--- src/rtl/kee_pkg.sv ---
// ============================================================================
// kee_pkg
// Shared types, character codes and constants for the keystroke evaluator.
// ============================================================================
`default_nettype none

package kee_pkg;

    // Character codes
    localparam logic [7:0] SYM_ZERO   = 8'h30;
    localparam logic [7:0] SYM_NINE   = 8'h39;
    localparam logic [7:0] SYM_POINT  = 8'h2E;
    localparam logic [7:0] SYM_PLUS   = 8'h2B;
    localparam logic [7:0] SYM_MINUS  = 8'h2D;
    localparam logic [7:0] SYM_TIMES  = 8'h2A;
    localparam logic [7:0] SYM_DIVIDE = 8'h2F;
    localparam logic [7:0] SYM_ROOT   = 8'h72;
    localparam logic [7:0] SYM_SQUARE = 8'h73;

    // Result status codes
    localparam logic [1:0] ST_OK       = 2'd0;
    localparam logic [1:0] ST_DIV_ZERO = 2'd1;
    localparam logic [1:0] ST_ROOT_NEG = 2'd2;
    localparam logic [1:0] ST_SAT      = 2'd3;

    localparam logic [63:0] VAL_MAX = 64'h7FFF_FFFF_FFFF_FFFF;
    localparam logic [63:0] VAL_MIN = 64'h8000_0000_0000_0000;

    // Last index of the fraction weight table (weight is zero there)
    localparam logic [3:0] WEIGHT_LAST = 4'd9;

    typedef enum logic [1:0] {
        OP_ADD = 2'd0,
        OP_SUB = 2'd1,
        OP_MUL = 2'd2,
        OP_DIV = 2'd3
    } t_op;

    typedef enum logic [2:0] {
        CL_OTHER  = 3'd0,
        CL_DIGIT  = 3'd1,
        CL_POINT  = 3'd2,
        CL_OP     = 3'd3,
        CL_ROOT   = 3'd4,
        CL_SQUARE = 3'd5
    } t_sym_class;

    // Controller to datapath commands
    typedef struct packed {
        logic       load;
        logic       digit;
        logic       point;
        logic       add;
        logic       sub;
        logic       mul_init;
        logic       sq_init;
        logic       mul_step;
        logic [1:0] mul_idx;
        logic       mul_end;
        logic       div_zero;
        logic       div_init;
        logic       div_step;
        logic       div_end;
        logic       root_neg;
        logic       sqrt_init;
        logic       sqrt_step;
        logic       sqrt_end;
        logic       set_op;
        logic       xf_done;
        logic       out_load;
    } t_dp_cmd;

    // Datapath to controller status
    typedef struct packed {
        t_sym_class sym_class;
        logic       fin;
        t_op        pend_op;
        logic       acc_neg;
        logic       entry_zero;
        logic       out_full;
    } t_dp_sts;

    // Fraction digit weight in Q0.32: 0.1, then (w + 5) / 10 per digit
    function automatic logic [31:0] frac_weight(input logic [3:0] idx);
        logic [31:0] w;
        case (idx)
            4'd0:    w = 32'd429496730;
            4'd1:    w = 32'd42949673;
            4'd2:    w = 32'd4294967;
            4'd3:    w = 32'd429497;
            4'd4:    w = 32'd42950;
            4'd5:    w = 32'd4295;
            4'd6:    w = 32'd430;
            4'd7:    w = 32'd43;
            4'd8:    w = 32'd4;
            default: w = 32'd0;
        endcase
        return w;
    endfunction

endpackage

`default_nettype wire

--- src/rtl/kee_ctrl.sv ---
// ============================================================================
// kee_ctrl
// Sequencer: decodes each character and steps the datapath through add,
// multiply, divide, root and square sequences, then hands off the result.
// ============================================================================
`default_nettype none

module kee_ctrl #(
    parameter int FRACTION_BITS = 32
) (
    input  wire                   i_clk,
    input  wire                   i_rst_n,
    input  wire                   i_s_tvalid,
    output logic                  o_s_tready,
    input  wire kee_pkg::t_dp_sts i_sts,
    output kee_pkg::t_dp_cmd      o_cmd
);

    localparam int DIV_STEPS  = 64 + FRACTION_BITS;
    localparam int SQRT_STEPS = (65 + FRACTION_BITS) / 2;
    localparam int CW         = $clog2(DIV_STEPS);

    typedef enum logic [11:0] {
        S_IDLE   = 12'b0000_0000_0001,
        S_DECODE = 12'b0000_0000_0010,
        S_APPLY  = 12'b0000_0000_0100,
        S_MUL    = 12'b0000_0000_1000,
        S_MULEND = 12'b0000_0001_0000,
        S_DIV    = 12'b0000_0010_0000,
        S_DIVEND = 12'b0000_0100_0000,
        S_SQRT   = 12'b0000_1000_0000,
        S_SQEND  = 12'b0001_0000_0000,
        S_POST   = 12'b0010_0000_0000,
        S_CHKFIN = 12'b0100_0000_0000,
        S_OUT    = 12'b1000_0000_0000
    } t_state;

    // What follows a finished pending-operator step
    typedef enum logic [1:0] {
        PH_OP  = 2'd0,
        PH_XF  = 2'd1,
        PH_XFD = 2'd2,
        PH_FIN = 2'd3
    } t_phase;

    t_state        r_state, n_state;
    t_phase        r_phase, n_phase;
    logic [CW-1:0] r_cnt, n_cnt;

    assign o_s_tready = (r_state == S_IDLE);

    // Next state and commands
    always_comb begin
        n_state = r_state;
        n_phase = r_phase;
        n_cnt   = r_cnt;
        o_cmd   = '0;
        o_cmd.mul_idx = r_cnt[1:0];
        case (r_state)
            S_IDLE: begin
                if (i_s_tvalid) begin
                    o_cmd.load = 1'b1;
                    n_state    = S_DECODE;
                end
            end
            S_DECODE: begin
                case (i_sts.sym_class)
                    kee_pkg::CL_DIGIT: begin
                        o_cmd.digit = 1'b1;
                        n_state     = S_CHKFIN;
                    end
                    kee_pkg::CL_POINT: begin
                        o_cmd.point = 1'b1;
                        n_state     = S_CHKFIN;
                    end
                    kee_pkg::CL_OP: begin
                        n_phase = PH_OP;
                        n_state = S_APPLY;
                    end
                    kee_pkg::CL_ROOT, kee_pkg::CL_SQUARE: begin
                        n_phase = PH_XF;
                        n_state = S_APPLY;
                    end
                    default: n_state = S_CHKFIN;
                endcase
            end
            S_APPLY: begin
                n_cnt = '0;
                case (i_sts.pend_op)
                    kee_pkg::OP_ADD: begin
                        o_cmd.add = 1'b1;
                        n_state   = S_POST;
                    end
                    kee_pkg::OP_SUB: begin
                        o_cmd.sub = 1'b1;
                        n_state   = S_POST;
                    end
                    kee_pkg::OP_MUL: begin
                        o_cmd.mul_init = 1'b1;
                        n_state        = S_MUL;
                    end
                    default: begin
                        if (i_sts.entry_zero) begin
                            o_cmd.div_zero = 1'b1;
                            n_state        = S_POST;
                        end else begin
                            o_cmd.div_init = 1'b1;
                            n_state        = S_DIV;
                        end
                    end
                endcase
            end
            S_MUL: begin
                o_cmd.mul_step = 1'b1;
                if (r_cnt == CW'(3)) begin
                    n_state = S_MULEND;
                end else begin
                    n_cnt = r_cnt + 1'b1;
                end
            end
            S_MULEND: begin
                o_cmd.mul_end = 1'b1;
                n_state       = S_POST;
            end
            S_DIV: begin
                o_cmd.div_step = 1'b1;
                if (r_cnt == CW'(DIV_STEPS - 1)) begin
                    n_state = S_DIVEND;
                end else begin
                    n_cnt = r_cnt + 1'b1;
                end
            end
            S_DIVEND: begin
                o_cmd.div_end = 1'b1;
                n_state       = S_POST;
            end
            S_SQRT: begin
                o_cmd.sqrt_step = 1'b1;
                if (r_cnt == CW'(SQRT_STEPS - 1)) begin
                    n_state = S_SQEND;
                end else begin
                    n_cnt = r_cnt + 1'b1;
                end
            end
            S_SQEND: begin
                o_cmd.sqrt_end = 1'b1;
                n_state        = S_POST;
            end
            S_POST: begin
                n_cnt = '0;
                case (r_phase)
                    PH_OP: begin
                        o_cmd.set_op = 1'b1;
                        n_state      = S_CHKFIN;
                    end
                    PH_XF: begin
                        n_phase = PH_XFD;
                        if (i_sts.sym_class == kee_pkg::CL_ROOT) begin
                            if (i_sts.acc_neg) begin
                                o_cmd.root_neg = 1'b1;
                                n_state        = S_POST;
                            end else begin
                                o_cmd.sqrt_init = 1'b1;
                                n_state         = S_SQRT;
                            end
                        end else begin
                            o_cmd.sq_init = 1'b1;
                            n_state       = S_MUL;
                        end
                    end
                    PH_XFD: begin
                        o_cmd.xf_done = 1'b1;
                        n_state       = S_CHKFIN;
                    end
                    default: n_state = S_OUT;
                endcase
            end
            S_CHKFIN: begin
                if (i_sts.fin) begin
                    n_phase = PH_FIN;
                    n_state = S_APPLY;
                end else begin
                    n_state = S_IDLE;
                end
            end
            S_OUT: begin
                if (!i_sts.out_full) begin
                    o_cmd.out_load = 1'b1;
                    n_state        = S_IDLE;
                end
            end
            default: n_state = S_IDLE;
        endcase
    end

    // State registers
    always_ff @(posedge i_clk) begin
        if (!i_rst_n) begin
            r_state <= S_IDLE;
            r_phase <= PH_OP;
            r_cnt   <= '0;
        end else begin
            r_state <= n_state;
            r_phase <= n_phase;
            r_cnt   <= n_cnt;
        end
    end

endmodule

`default_nettype wire

--- config.mk ---
export PLATFORM = sky130hd
export DESIGN_NAME = kee_ctrl
export DESIGN_NICKNAME = d
export VERILOG_FILES = /design/src/rtl/kee_pkg.sv /design/src/rtl/kee_ctrl.sv
export SDC_FILE = /design/constraint.sdc
export NUM_CORES = 1
export LEC_CHECK = 0
export BUFFER_PORTS_ARGS = -buffer_cell sky130_fd_sc_hd__buf_2
export CORE_MARGIN = 2
export CORE_UTILIZATION = 48
export DETAILED_ROUTE_END_ITERATION = 8
export PLACE_DENSITY = 0.78
export SYNTH_ARGS = -nofsm -noshare
export SYNTH_HDL_FRONTEND = slang
export SYNTH_SLANG_ARGS = --single-unit
--- constraint.sdc ---
create_clock -name i_clk -period 2.4 [get_ports i_clk]
set_input_delay 0.48 -clock i_clk [delete_from_list [all_inputs] [get_ports i_clk]]
set_output_delay 0.48 -clock i_clk [all_outputs]
set_load 0.05 [all_outputs]
==> flow_summary.ini, run 1 <==
[clock_network]
numCtsBuffers = 3
htree_levels = 1
cts_max_path_buffers = 2
clock-sinks = 21
cts_root_buf = clkbuf_4

[logic_synthesis]
yosys_warnings = 0
synth_adder_area_share_pct = 0.862
syn_inst = 196
synthesis.nets = 209
postSynth.asyncResetShare_pct = 0
yosys.area.top_type = dfxtp_1
post_synth.cell_area_avg_um2 = 7.41
synth_compound_area_share_pct = 17.9
synth_top_family_by_area = simple AND/OR/NAND/NOR gates
yosys_most_used_dff = dfxtp_1
yosysSeqAreaShare_pct = 29.0
synth.distinct_cells = 50
synthSimpleGateAreaFrac_pct = 44.1
synthMuxAreaShare_pct = 0
yosys-top-cells-area = dfxtp_1 29%, nor2_1 6.2%, nor4_1 3.9%, a21oi_1 3.8%, nand3_1 3.4%
netlist_area_mm2 = 0.00145
synth-edff-count = 0
ys_ff_latch = 21
synth_top_area_share_pct = 29.0
synth-xor-area-share_pct = 2.41

[sta]
worst_endpoint = o_cmd[5]
worstEndpointType = top-level output

[floorplanning]
die_y_um = 59.0
pin_count = 35
initial_core_util_pct = 51.7
die_w_um = 59.0
rows = 19

[global_route]
track_usage_pct = 78.5
grt_max_degree = 14
overflow = 97

[status]
toolErrorMsg = [ERROR GRT-0232] Routing congestion too high. Check the congestion heatmap in the GUI.
lastStage = global routing (5_1_grt)
status = did not finish

[placed_design]
place_congestion = 0.873
dp_cells = 284
pre_cts_ws_ns = -0.112
port_buffers = 34
hpwlAfterDp_um = 3770
cell usage after synthesis, drive strengths merged, types with 2 or more instances:
cell type  instances
nand2             12
o211a              2
or3                5
inv                8
and2               4
or2                2
nor2              24
buf                3
nor4b              3
o21ai              8
o22ai              2
nand4              7
dfxtp             21
and3               4
or4                4
nor4              10
clkbuf             7
nand2b             7
nor2b              6
or4b               4
a31oi              2
xnor2              2
nor3               7
nand3             10
a21oi             11
xor2               2
through the flow:
step	utilization (%)	instance area, um^2
after CTS	85.7	2400
after global placement	71.9	2020
after floorplan	-	1640
after detailed placement	71.9	2020
repair_timing:
| action | in CTS |
|---|---|
| endpoints found under the setup margin | 23 |
| hold buffers | 0 |
| pin swaps | 21 |
| endpoints found under the hold margin | 0 |
| resized for setup | 68 |
| setup buffers | 16 |
metal layers:
metal  global-route usage [%]  GRT overflow
met5                     6.35             0
met2                     99.2            58
met3                     56.3             0
met4                     94.2            39
met1                     74.2             0
cells by family after synthesis:
family,after synthesis
xor+xnor,4
simple gates,113
buf+inv,18
fa+ha+maj,1
compound gates,39
flops,21
==> run 2: changes to the inputs <==
- CORE_UTILIZATION: 48 -> 40
- PLACE_DENSITY: 0.78 -> default
- PLACE_DENSITY_LB_ADDON: default -> 0.15
- clock period: 2.4 -> 3.1 ns (I/O delays scaled with it)
==> flow_summary.ini, run 2 <==
[status]
status = finished clean

[clock_network]
clk_pin_slew_worst_paths_ns = 0.14
hold_buffers = 0
clock-sinks = 21
htree_levels = 1
insertion_delay_ns = 0.32
numCtsBuffers = 3
cts_setup_buffers = 0
cts_max_path_buffers = 2
cts_tree = done
cts_root_buf = clkbuf_4

[finish]
drive_gt1_share_pct = 25.9
antenna_cells = 0
fin_area_mm2 = 0.00176
multiInputGateArea_um2 = 992
num-fill-cells = 371
mostFrequentLayoutCells = 32 x buf_2, 24 x nor2_1, 21 x dfxtp_1
area_growth_pct = 21.5
layout_commonest_cell = buf_2
area.sequential_um2 = 420
layout.nets = 246
regMostFlops = r_state
largest_reg_flops = 12
reg.largest.list = r_state x12, r_cnt x7, r_phase x2

[worst_hold_path]
worstHoldStart = r_cnt[6]
hp-class = reg2reg

[logic_synthesis]
ys_ff_latch = 21
synth_top_area_share_pct = 29.0
postSynth.asyncResetShare_pct = 0
syn_inst = 196
yosysMostFrequentCell = nor2_1
yosys-top-cells-area = dfxtp_1 29%, nor2_1 6.2%, nor4_1 3.9%, a21oi_1 3.8%, nand3_1 3.4%
synth-edff-count = 0
yosys_most_used_dff = dfxtp_1
netlist_area_mm2 = 0.00145
synthesis.nets = 209
yosys_warnings = 0
yosys.area.top_type = dfxtp_1
yosysSeqAreaShare_pct = 29.0
yosys-top-cells-count = 24 x nor2_1, 21 x dfxtp_1, 12 x nand2_1
synth.distinct_cells = 50
post_synth.cell_area_avg_um2 = 7.41

[sta]
drv_slew = 0
layout_min_cycle_time_ns = 2.98
setup_viol = 0
worst_slack_ns = 0.121
finalHoldViolCount = 0
worst-slew-pin-transition_ns = 0.411
fin_skew_ns = 0.0116
fmax_mhz = 336
fin_crit_sh_pct = 96.1
slew_headroom_pct = 72.3

[global_route]
track_usage_pct = 21.5
antenna_found_initial = 0
grt_pass1_vias = 1516
grt_max_degree = 14
grt_pass1_wl_um = 7230
overflow = 0

[placed_design]
place_congestion = 0.853
place_area_mm2 = 0.00171
hpwlAfterDp_um = 3000
port_buffers = 34
pre_cts_ws_ns = 0.353

[setup_path]
endpoint_kind = primary output
critPathKind = reg2out
crit_start = r_state[0]
cp.arrival_ns = 2.36
worst_ep_required_time_ns = 2.48
critPathLaunchType = flip-flop
critical_path.max_fanout = 8
r2r-start = r_state[9]

[detailed_routing]
drt-met1-wl_um = 1990
met3WireLength_um = 209
vias = 1573
drt_iter0_markers = 76
via_per_inst = 5.66
postRouteAntennaNets = 0
wl_per_cell_um = 14.3
drt-total-wl_um = 3970
highest_layer = met4
wl_met2_um = 1720
drc_errors = 0
drt-pass1-iter-count = 4

[power]
total_power_uw = 586
p_per_area_mw_per_mm2 = 332
peakVddDrop_mv = 0.268
p_leak_nw = 0.757

[floorplanning]
die_w_um = 64.2
initial_core_util_pct = 42.5
die-area_mm2 = 0.00413
rows = 21
die_y_um = 64.2
core_area_mm2 = 0.00342
pin_count = 35

[run]
max_cap_violations = 0
## run 2: cell counts after synthesis
No cell type changed its count.
## run 2: area by class of cell
cell class                      instances  area share, %
Clock buffer                            3           1.28
Clock inverter                          1          0.284
Inverter                                8           1.70
Multi-Input combinational cell        157           56.3
Sequential cell                        21           23.8
Tap cell                               46           3.26
Timing Repair Buffer                   42           13.3
## run 2: path summary, 6_finish.rpt
| kind | slack (ns) | endpoint | cells past startpoint |
|---|---|---|---|
| setup / recovery | 0.12 | o_cmd[16] | 4 |
| hold / removal | 0.51 | r_cnt[6] | 2 |
| setup reg to reg | 0.44 | r_cnt[6] | 6 |
| hold reg to reg | 0.51 | r_cnt[6] | 2 |
## run 2: kinds of logic (layout without fill, tap and decap cells)
family	Yosys count	count (layout)	share of synthesized area [%]
flops	21	21	29.0
xor+xnor	4	4	2.41
simple gates	113	113	44.1
fa+ha+maj	1	1	0.862
compound gates	39	39	17.9
buf+inv	18	54	5.69
## run 2: through the flow
step                cells  hold slack, ns  TNS [ns]  utilization (%)
global route          278           0.536  -0.00648             51.6
global placement      274           0.493         0             50.0
finish                278           0.509         0             51.6
floorplan             196           0.467     -1.57                -
CTS                   278           0.509         0             50.9
detailed placement    274           0.491         0             50.0
## run 2: timing repair
| item | CTS | global route |
|---|---|---|
| pin swaps | 0 | 0 |
| resized for setup | 1 | 5 |
| cloned | 0 | 0 |
| setup endpoints to repair | 1 | 4 |
## run 2: layer usage
layer / GRT usage, % / vias up
met5: 0 / -
met4: 6.38 / 0
met3: 1.76 / 5
met2: 33.5 / 58
met1: 31.5 / 709
li1: - / 801
## run 2: power breakdown
| group | internal, mW | switching (mW) |
|---|---|---|
| Combinational | 0.0497 | 0.0994 |
| Clock | 0.0483 | 0.0938 |
| Sequential | 0.279 | 0.0154 |
## run 2: critical path: stages (launching register included)
cell and delay [ns]:
dfxtp_1 0.40, or4b_2 0.74, or3_1 0.39, nor3b_2 0.20, buf_2 0.29
Note: power is estimated with default switching activity, not from simulation.
==> run 3: changes to the inputs <==
- ABC_AREA: default -> 1
- CTS_CLUSTER_DIAMETER: default -> 80
==> flow_summary.ini, run 3 <==
[finish]
reg.largest.list = r_state x12, r_cnt x7, r_phase x2
layout_commonest_cell = inv_1
mostFrequentLayoutCells = 50 x inv_1, 49 x nand2_1, 44 x nor2_1
antenna_cells = 0
layoutNonFillerInstCount = 361
layout.nets = 323
regMostFlops = r_state
largest_reg_flops = 12
area_growth_pct = 14.7
fin_area_mm2 = 0.00200
utilization_pct = 46.9
drive_gt1_share_pct = 23.9

[sta]
rsz0062_at_grt = no
layout_min_cycle_time_ns = 2.34
whs_ns = 0.514
worst_slack_ns = 0.762
worst-slew-pin-transition_ns = 0.371
fin_skew_ns = 0.00246
drv_slew = 0
fmax_mhz = 428
finalHoldViolCount = 0
fin_crit_sh_pct = 75.4
tns_ns = 0
setup_viol = 0
slew_headroom_pct = 75.2

[setup_path]
critPathLaunchType = flip-flop
critical_path.max_fanout = 10
endpoint_kind = primary output
worst_ep_required_time_ns = 2.48
cp.arrival_ns = 1.72
critPathKind = reg2out

[power]
p_per_area_mw_per_mm2 = 699
p_int_uw = 661
p_switching_uw = 737
pwr-share-clk_pct = 13.2
total_power_mw = 1.40
peakVddDrop_mv = 0.337
combPwrFrac_pct = 60.0
p_leak_nw = 1.11
pwr-share-seq_pct = 26.8
swShare_pct = 52.7

[global_route]
grt_max_degree = 18
track_usage_pct = 17.8
antenna_found_initial = 0
overflow = 0
grt_pass1_wl_um = 7040
grt_pass1_vias = 1625

[clock_network]
htree_levels = 1
clock-sinks = 21
insertion_delay_ns = 0.26
cts_resized = 0
hold_buffers = 0
numCtsBuffers = 3
cts_tree = done
cts_root_buf = clkbuf_8
cts_setup_buffers = 0
cts_max_path_buffers = 2
clk_pin_slew_worst_paths_ns = 0.08

[detailed_routing]
postRouteAntennaNets = 0
vias = 1729
drt-total-wl_um = 4020
drc_errors = 0
drt_iter0_markers = 76
drt-pass1-iter-count = 4
via_per_inst = 4.79
wl_per_cell_um = 11.1

[logic_synthesis]
netlist_area_mm2 = 0.00174
yosys-top-cells-count = 50 x inv_1, 49 x nand2_1, 44 x nor2_1
syn_inst = 275
yosys-top-cells-area = dfxtp_1 24%, inv_1 11%, nand2_1 11%, nor2_1 9.5%, nand3_1 9.2%
yosys_warnings = 0
yosysMostFrequentCell = inv_1
ys_ff_latch = 21
yosysSeqAreaShare_pct = 24.1
synth.distinct_cells = 35
yosys_most_used_dff = dfxtp_1
postSynth.asyncResetShare_pct = 0
synth-edff-count = 0
synthesis.nets = 288
synth_top_area_share_pct = 24.1
yosys.area.top_type = dfxtp_1
post_synth.cell_area_avg_um2 = 6.34

[placed_design]
dp_cells = 357
place_area_mm2 = 0.00196
hpwlAfterDp_um = 3280
pre_cts_ws_ns = 0.900
place_congestion = 0.825
port_buffers = 34

[floorplanning]
die_w_um = 70.0
rows = 24
core_area_mm2 = 0.00426
die_y_um = 70.0
initial_core_util_pct = 40.9
die-area_mm2 = 0.00490
pin_count = 35

[worst_hold_path]
hp-class = reg2reg

[run]
max_cap_violations = 0

[status]
status = finished clean
-- run 3: cell types whose count changed in the layout (fill, tap and decap cells not counted), sizes merged, moves of 8 or more --
cell | previous run | this run
a21oi | 11 | 3
inv | 8 | 53
nand2 | 12 | 60
nand3 | 10 | 35
nor2 | 24 | 58
nor3 | 7 | 15
-- run 3: kinds of logic after synthesis --
logic type | Yosys count | share of synthesized area [%]
AO/OA/AOI/OAI | 16 | 5.74
XOR/XNOR | 1 | 0.502
adder cells (fa/ha/maj) | 1 | 0.717
buffers and inverters | 57 | 12.9
flip-flops | 21 | 24.1
AND/OR/NAND/NOR | 179 | 56.0
-- run 3: final timing paths --
check        slack, ns    endpoint  cells after the start        from
min reg2reg       0.51  r_phase[1]                      2  r_phase[1]
max reg2reg       1.25    r_cnt[6]                      9    r_cnt[0]
min               0.51  r_phase[1]                      2  r_phase[1]
max               0.76    o_cmd[5]                      6  r_state[7]
-- run 3: power groups by stage --
stage               sequential [mW]  clock (mW)  combinational (mW)
global placement              0.380           0               0.848
floorplan                     0.368           0               0.700
CTS                           0.374       0.196               0.850
global route                  0.385       0.208               0.935
detailed placement            0.380           0               0.850
finish                        0.374       0.185               0.839
-- run 3: layout make-up --
cell class	instances	area, um^2
fillers	467	2260
multi-input cells	197	1100
flip-flops and latches	21	420
inverters	53	201
repair buffers	34	170
well taps	52	65.1
clock buffers	4	45.0
-- run 3: routing by layer --
metal  GRT usage, %  wire, um
met5              0         0
met4           3.21        21
met3           3.46       148
met2           33.0      2010
met1           21.2      1830
-- run 3: critical path, stage by stage (launching register included) --
cell and delay [ns]:
dfxtp_1 0.36, nor2_2 0.13, nand2_4 0.11, nor2_8 0.17, nand2_4 0.13, nor4_2 0.22
buf_2 0.33
